[config.mk]
export PLATFORM = sky130hd
export DESIGN_NAME = sfct_ctrl
export DESIGN_NICKNAME = d
export VERILOG_FILES = /design/src/rtl/sfct_pkg.sv /design/src/rtl/sfct_ctrl.sv
export SDC_FILE = /design/constraint.sdc
export NUM_CORES = 1
export LEC_CHECK = 0
export BUFFER_PORTS_ARGS = -buffer_cell sky130_fd_sc_hd__buf_2
export CORE_AREA = 2 2 39 41
export DETAILED_ROUTE_END_ITERATION = 8
export DIE_AREA = 0 0 41 43
export PLACE_DENSITY_LB_ADDON = 0.1
export SYNTH_ARGS = -nofsm -noshare
export SYNTH_HDL_FRONTEND = slang
export SYNTH_SLANG_ARGS = --single-unit
[constraint.sdc]
create_clock -name clk -period 1.8 [get_ports clk]
set_input_delay 0.36 -clock clk [delete_from_list [all_inputs] [get_ports clk]]
set_output_delay 0.36 -clock clk [all_outputs]
set_load 0.03 [all_outputs]
[src/rtl/sfct_pkg.sv]
// ----------------------------------------------------------------------------
// sfct_pkg
// Shared constants, field layouts and control types of the sphere frustum
// culling test unit.
// ----------------------------------------------------------------------------
package sfct_pkg;

    // plane store geometry and fixed-point format
    localparam int NUM_PLANES      = 6;
    localparam int FRAC_BITS       = 16;
    localparam int COEFS_PER_PLANE = 4;

    // field widths
    localparam int COEF_W      = 32;
    localparam int RAD_W       = 31;
    localparam int PLANE_IDX_W = 3;
    localparam int COEF_IDX_W  = 2;
    localparam int PASS_W      = 3;
    localparam int MASK_W      = 6;

    // derived widths
    localparam int PLANE_AW   = (NUM_PLANES > 1) ? $clog2(NUM_PLANES) : 1;
    localparam int PROD_W     = 2 * COEF_W;
    localparam int ACC_W      = PROD_W + 2;
    localparam int IN_FIELD_W = PLANE_IDX_W + COEF_IDX_W + 4 * COEF_W + RAD_W;
    localparam int IN_DATA_W  = ((IN_FIELD_W + 7) / 8) * 8;
    localparam int IN_PAD_W   = IN_DATA_W - IN_FIELD_W;
    localparam int RES_W      = 1 + PASS_W + MASK_W;
    localparam int OUT_DATA_W = ((RES_W + 7) / 8) * 8;

    localparam logic [PASS_W-1:0] PASS_MAX = '1;

    // command codes (tuser)
    localparam logic CMD_LOAD = 1'b0;
    localparam logic CMD_TEST = 1'b1;

    // coefficient codes
    localparam logic [COEF_IDX_W-1:0] COEF_A = 2'd0;
    localparam logic [COEF_IDX_W-1:0] COEF_B = 2'd1;
    localparam logic [COEF_IDX_W-1:0] COEF_C = 2'd2;
    localparam logic [COEF_IDX_W-1:0] COEF_D = 2'd3;

    // input tdata layout, last declared field in the lowest bits
    typedef struct packed {
        logic [IN_PAD_W-1:0]    pad;
        logic [RAD_W-1:0]       radius;
        logic signed [COEF_W-1:0] pos_z;
        logic signed [COEF_W-1:0] pos_y;
        logic signed [COEF_W-1:0] pos_x;
        logic signed [COEF_W-1:0] coef_value;
        logic [COEF_IDX_W-1:0]  coef_index;
        logic [PLANE_IDX_W-1:0] plane_index;
    } in_item_t;

    // result layout, last declared field in the lowest bits
    typedef struct packed {
        logic [MASK_W-1:0] fail_mask;
        logic [PASS_W-1:0] planes_passed;
        logic              inside_res;
    } result_t;

    // controller to datapath
    typedef struct packed {
        logic                wr;
        logic                start;
        logic                issue;
        logic                publish;
        logic [PLANE_AW-1:0] plane;
    } dp_cmd_t;

    // datapath to controller
    typedef struct packed {
        logic pipe_busy;
        logic out_free;
    } dp_status_t;

endpackage

[src/rtl/sfct_ctrl.sv]
// ----------------------------------------------------------------------------
// sfct_ctrl
// Sequencer: takes transactions, steps the plane counter through the shared
// multiply unit, waits for the pipeline and hands the result to the output.
// ----------------------------------------------------------------------------
module sfct_ctrl (
    input  logic                 clk,
    input  logic                 rst_n,
    input  logic                 s_valid,
    input  logic                 command,
    output logic                 s_ready,
    output sfct_pkg::dp_cmd_t    cmd,
    input  sfct_pkg::dp_status_t status
);
    import sfct_pkg::*;

    localparam logic [1:0] ST_IDLE  = 2'd0;
    localparam logic [1:0] ST_ISSUE = 2'd1;
    localparam logic [1:0] ST_DRAIN = 2'd2;

    localparam logic [PLANE_AW-1:0] LAST_PLANE = PLANE_AW'(NUM_PLANES - 1);

    logic [1:0]          state_reg, state_next;
    logic [PLANE_AW-1:0] plane_reg, plane_next;

    always_ff @(posedge clk or negedge rst_n)
    begin
        if (!rst_n)
        begin
            state_reg <= ST_IDLE;
            plane_reg <= '0;
        end
        else
        begin
            state_reg <= state_next;
            plane_reg <= plane_next;
        end
    end

    always_comb
    begin
        state_next  = state_reg;
        plane_next  = plane_reg;
        s_ready     = 1'b0;
        cmd.wr      = 1'b0;
        cmd.start   = 1'b0;
        cmd.issue   = 1'b0;
        cmd.publish = 1'b0;
        cmd.plane   = plane_reg;
        unique case (state_reg)
            ST_IDLE:
            begin
                s_ready = 1'b1;
                if (s_valid)
                begin
                    if (command == CMD_TEST)
                    begin
                        cmd.start  = 1'b1;
                        plane_next = '0;
                        state_next = ST_ISSUE;
                    end
                    else
                    begin
                        cmd.wr = 1'b1;
                    end
                end
            end
            ST_ISSUE:
            begin
                cmd.issue = 1'b1;
                if (plane_reg == LAST_PLANE)
                begin
                    state_next = ST_DRAIN;
                end
                else
                begin
                    plane_next = plane_reg + PLANE_AW'(1);
                end
            end
            ST_DRAIN:
            begin
                // result moves out once the multiply and adder stages are empty and the output slot is free
                if (!status.pipe_busy && status.out_free)
                begin
                    cmd.publish = 1'b1;
                    state_next  = ST_IDLE;
                end
            end
            default:
            begin
                state_next = ST_IDLE;
            end
        endcase
    end

endmodule

Word-level counts from Yosys, hierarchy flattened. Cells that the tools add are included.

$add $sub $neg: 1. Equal/unequal tests: 8. Muxes and demuxes: 17. Reduce and logical (&&, ||, !) cells: 6.

Operators by type and width (count): 2-bit two-way mux (6); 2-bit inequality test, second input constant (5); 3-bit two-way mux (3); 4-bit AND reduction (2); 1-bit two-way mux (6); 2-bit one-hot mux with 3 select lines (1); 3-bit one-hot mux with 2 select lines (1); 3-bit by 1-bit adder with 3-bit output, second input constant (1); 3-bit equality test, second input constant (1); 2-bit by 1-bit equality test with 1-bit output, second input constant (1); 2-bit equality test, second input constant (1); 2-bit zero test (1); 2-bit nonzero test (1); 1-bit logical AND (1); 1-bit zero test (1).

Bits in registers: 5. Output and inout port bits: 8. Word-level logic and storage cells: 34.

Longest topological paths before layout. Gate-level depths: netlist of run 1.

Depth in word-level cells: 4. Depth in mapped cells: 5. Depth with buffers taken out: 5.

Least setup slack after synthesis of run 1. OpenSTA, ideal clock, no wires.

Kind: register -> output. Start point: reg state_reg[0]. End point: out cmd[3] (netlist bit). Data arrival time: 1404 ps. Required time: 1440 ps. Path slack: 36 ps. Stages on the path, launching flop included: 2. Path buffers: 0. Path through: dfrtp_1 nor4bb_1.

RTL lines: start, declared (RTL line sfct_ctrl.sv:23) `logic [1:0] state_reg, state_next;`; start signal, assigned (RTL line sfct_ctrl.sv:35) `state_reg <= state_next;`; end, declared (RTL line sfct_ctrl.sv:12) `output sfct_pkg::dp_cmd_t cmd,`.

==> impl_metrics.ini, run 1 <==
[floorplan]
initial_core_util = 0.221
dieArea_um2 = 1760
ioPinCount = 14
core_area_um2 = 1380
die_h_um = 43
rows = 14
die_w_um = 41

[timing]
slew_viol_final = 0
finalSetupTns_ns = 0
slew_headroom = 0.872
rsz0062_at_grt = false
period_share = 0.881
hold_viol_final = 0
fin_crit_ns = 1.59
tightest_slew_ns = 0.190
max_freq_ghz = 0.631
final-setup-viol-count = 0
skew_ns = 0.00443

[synthesis]
synth_seq_cells = 5
synth_top_area_share = 0.410
synth_ff_type = dfrtp_1
synth.distinct_cells = 18
synth-edff-count = 0
ys_seq_area_frac = 0.410
synth_area_um2 = 305
synth_area_per_cell_um2 = 10.2
yosysTopAreaCell = dfrtp_1
synthArstFlopShare = 1.00
yosysMostFrequentCell = dfrtp_1
synthTopCellsByArea = dfrtp_1, ha_1, a22o_4
yosysWarnings = 0
postSynthCellCount = 30
synth_fp_nets = 38
synth_commonest_cells = dfrtp_1, inv_1

[global_routing]
grt_pass1_vias = 270
grt_max_degree = 7
gr-total-overflow = 0
grt.total_usage = 0.104
antenna_found_initial = 0
grt_pass1_wl_um = 1120

[detailed_routing]
ant_nets = 0
first_pass_iters = 1
viasPerCell = 4.28
drt_iter0_drc = 0
wl_um = 620
drcViolationCount = 0
avgRoutedWirePerCell_um = 9.69
vias = 274

[place]
io_buffers = 13
globalplace.congestion = 0.693
hpwl_um = 504
dpl_cell_area_um2 = 390
placed_cells = 59

[critical_path]
critPathArrivalTime_ns = 1.23
cp.buffers_inverters = 1
crit_chain = nor2_2 > nand2_1 > nor2_1 > buf_2
max_stage_delay_ns = 0.43
crit_type = register to output port
crit_slowest_cell = dfrtp_1
cp_max_fo = 5
cpLargestDelayFamily = flip-flops
endpoint_kind = output port
worstPathRequired_ns = 1.44
cp-start-kind = register

[layout]
fillers = 152
final_cell_area_um2 = 427
final_layout_size_suffix_gt1_frac = 0.417
syn2layout_area_growth_pct = 39.8
instances_no_fill = 64
diodes = 0
largest_register_ffs = 3
fin_nets = 57
seqCellArea_um2 = 125
multi_input_area_um2 = 165

[power_and_ir_drop]
p_per_area_nw_per_um2 = 1780
vdd_drop_max_uv = 781
leakage_nw = 0.226

[clock_tree]
cts_buffers = 3
clock_latency_ns = 0.24
post_cts_buffers = 0
clk_pin_slew_ns = 0.04
cts.sinks = 5
h-tree-depth = 1
clk_path_buf_depth = 2
cts_tree = yes
cts_root_buf = clkbuf_4
cts-resized-gates = 0

[flow_run]
drv_cap = 0

[hold_path]
hold_path_class = input port to asynchronous set/reset pin

[status]
status = complete, no violations
## cell families after synthesis
| kind of cell | share of synthesized area |
|---|---|
| flops | 0.410 |
| simple gates | 0.266 |
| buf+inv | 0.0492 |
| compound gates | 0.160 |
| mux | 0.0328 |
| fa+ha+maj | 0.0820 |
## worst paths after layout
path	end	start	slack, ns	depth (start not counted)
setup / recovery	cmd[6]	state_reg[1]	0.21	4
hold / removal	plane_reg[2]	rst_n	0.45	2
setup reg to reg	plane_reg[0]	plane_reg[1]	0.52	5
hold reg to reg	plane_reg[1]	plane_reg[1]	0.58	2
max in group asynchronous	plane_reg[1]	rst_n	1.22	2
min in group clk	state_reg[1]	status[0]	0.50	3
## timing repair
action	CTS	global route
setup endpoints to repair	0	0
hold endpoints to repair	5	0
hold buffers	1	0
## layer usage
| layer | global-route usage | vias up | routed length, µm |
|---|---|---|---|
| li1 | - | 141 | - |
| met1 | 0.117 | 119 | 260 |
| met2 | 0.125 | 12 | 286 |
| met3 | 0.0942 | 2 | 60 |
| met4 | 0.0600 | 0 | 13 |
| met5 | 0 | - | 0 |
## cell usage in the layout (no fill, tap or decap), drive strengths merged
cell and count:
o21ai 2, a32o 1, inv 4, nor2 3
nand2b 1, and2 2, dfrtp 5, a21oi 1
dlygate4sd3 1, nor2b 1, mux2i 1, a31oi 1
and4bb 1, clkbuf 4, a22o 1, ha 2
nand2 2, nand3 1, nor4bb 1, buf 13
## power by group
part | internal (W) | switching, W | total (W)
logic | 0.000162 | 0.000261 | 0.000423
registers | 0.000157 | 0.0000510 | 0.000208
clock network | 0.0000837 | 0.0000436 | 0.000127
total | 0.000402 | 0.000356 | 0.000758
## through the flow
stage,total power [W],hold slack (ns),worst slack [ns],utilization
final,0.000758,0.453,0.214,0.308
after global routing,0.000833,0.472,0.123,0.308
after CTS,0.000775,0.452,0.202,0.308
after detailed placement,0.000639,0.175,0.469,0.282
after global placement,0.000639,0.176,0.483,0.282
after floorplan,0.000525,0.0644,0.0357,-
## area by class of cell
cell class                 instances  area share
tap                               16      0.0469
clock buffer                       4      0.0616
inverter                           4      0.0352
multi-input combinational         21       0.387
sequential                         5       0.293
timing repair buffer              14       0.176
No activity file was read; power rests on OpenSTA's default activity.
==> inputs of run 2 (changes only) <==
==> constraint.sdc (replaced) <==
create_clock -name clk -period 1.7 [get_ports clk]
set_input_delay 0.34 -clock clk [delete_from_list [all_inputs] [get_ports clk]]
set_output_delay 0.34 -clock clk [all_outputs]
set_load 0.03 [all_outputs]
==> run 2 against run 1 <==
Compared with the run above: first-iteration DRC count rose by 3; global-route usage fell by 1.1 points; clock power rose by 3%; power rose by 6.7%; register-to-register slack got worse by 0.09 ns; sequential power rose by 6%; core utilization rose by 0.45 points; count of clock-buffer cells in the layout did not move; critical path depth did not move; wire length rose by 6.9%; worst setup slack got worse by 0.072 ns; critical endpoint unchanged; largest power group unchanged.
==> impl_metrics.ini, run 2 (synthesis gave the netlist of run 1 again) <==
[critical_path]
cp-start-kind = register
r2r-start = plane_reg[1]
crit_chain = nor2_2 > nand2_1 > nor2_1 > buf_2
reg2reg_depth = 5
r2r_end = plane_reg[0]
endpoint_kind = output port
cpLargestDelayFamily = flip-flops
r2r_setup_slack_ns = 0.43
max_stage_delay_ns = 0.44
cp_num_cells = 4
worstSetupStartpoint = state_reg[1]
cp.buffers_inverters = 1
crit_type = register to output port
cp_max_fo = 5
worstPathRequired_ns = 1.36
critPathArrivalTime_ns = 1.22
crit_slowest_cell = dfrtp_1

[layout]
multi_input_area_um2 = 171
final_layout_size_suffix_gt1_frac = 0.438
diodes = 0
final_cell_mix = buf_2, dfrtp_1, inv_1, clkbuf_4
instances_no_fill = 64
syn2layout_area_growth_pct = 41.8
seqCellArea_um2 = 125
final_common_cell = buf_2
fillers = 150
largest_register_ffs = 3
post-route-util = 0.313
fin_nets = 57

[timing]
period_share = 0.916
rsz0062_at_grt = false
setup_ws_ns = 0.142
fin_crit_ns = 1.56
hold_viol_final = 0
skew_ns = 0.00236
slew_headroom = 0.859
max_freq_ghz = 0.642
finalSetupTns_ns = 0
tightest_slew_ns = 0.212
slew_viol_final = 0
final-setup-viol-count = 0

[global_routing]
antenna_found_initial = 0
grt_pass1_wl_um = 1040
grt_pass1_vias = 251
gr-total-overflow = 0
grt.total_usage = 0.0931
grt_max_degree = 7

[detailed_routing]
drt_iter0_drc = 3
drcViolationCount = 0
viasPerCell = 4.16
first_pass_iters = 3
wl_um = 663
avgRoutedWirePerCell_um = 10.4
ant_nets = 0
vias = 266

[floorplan]
rows = 14
die_w_um = 41
core_area_um2 = 1380
ioPinCount = 14
initial_core_util = 0.221
dieArea_um2 = 1760
die_h_um = 43

[power_and_ir_drop]
leakage_nw = 0.227
p_per_area_nw_per_um2 = 1870
vdd_drop_max_uv = 536

[place]
hpwl_um = 575
io_buffers = 13
globalplace.congestion = 0.712
place_ws_ns = 0.385
placed_cells = 59

[clock_tree]
h-tree-depth = 1
cts.sinks = 5
cts_root_buf = clkbuf_4
cts-resized-gates = 0
cts_tree = yes
clock_latency_ns = 0.23
cts_buffers = 3
post_cts_buffers = 0
clk_pin_slew_ns = 0.04
clk_path_buf_depth = 2

[status]
status = complete, no violations

[flow_run]
drv_cap = 0

[hold_path]
hold_path_class = input port to asynchronous set/reset pin
[run 2: through the flow]
step | hold slack [ns] | power (W) | cell area [µm²]
2_1_floorplan | 0.0444 | 0.000560 | 312
4_1_cts | 0.432 | 0.000831 | 433
3_3_place_gp | 0.157 | 0.000673 | 397
3_5_place_dp | 0.159 | 0.000688 | 397
5_1_grt | 0.447 | 0.000884 | 433
6_report | 0.435 | 0.000809 | 433
[run 2: layout make-up]
class,count,share of cell area
Clock buffer,4,0.0607
Inverter,4,0.0347
Multi-Input combinational cell,21,0.396
Sequential cell,5,0.289
Tap cell,16,0.0462
Timing Repair Buffer,14,0.173
[run 2: report_power, final]
group | total (W) | switching [W] | internal [W] | leakage, nW
logic | 0.000458 | 0.000283 | 0.000174 | 0.148
clock network | 0.000131 | 0.0000428 | 0.0000884 | 0.0150
registers | 0.000220 | 0.0000535 | 0.000166 | 0.0636
total | 0.000809 | 0.000380 | 0.000429 | 0.227
[run 2: how the worst max path moves through the flow]
stage,slack [ns],to
finish,0.14,cmd[6]
global route,0.009,cmd[6]
CTS,0.13,cmd[6]
floorplan,0.06,cmd[6]
global placement,0.41,cmd[6]
detailed placement,0.39,cmd[6]
[run 2: layer usage]
metal | share of wire | GRT usage | up-vias
li1 | - | - | 140
met1 | 0.44 | 0.102 | 114
met2 | 0.45 | 0.125 | 12
met3 | 0.11 | 0.0471 | 0
met4 | 0 | 0.0800 | 0
met5 | 0 | 0 | -
[run 2: what timing repair did]
action                                  CTS  global route
endpoints found under the hold margin     5             0
endpoints found under the setup margin    0             0
hold buffers                              1             0
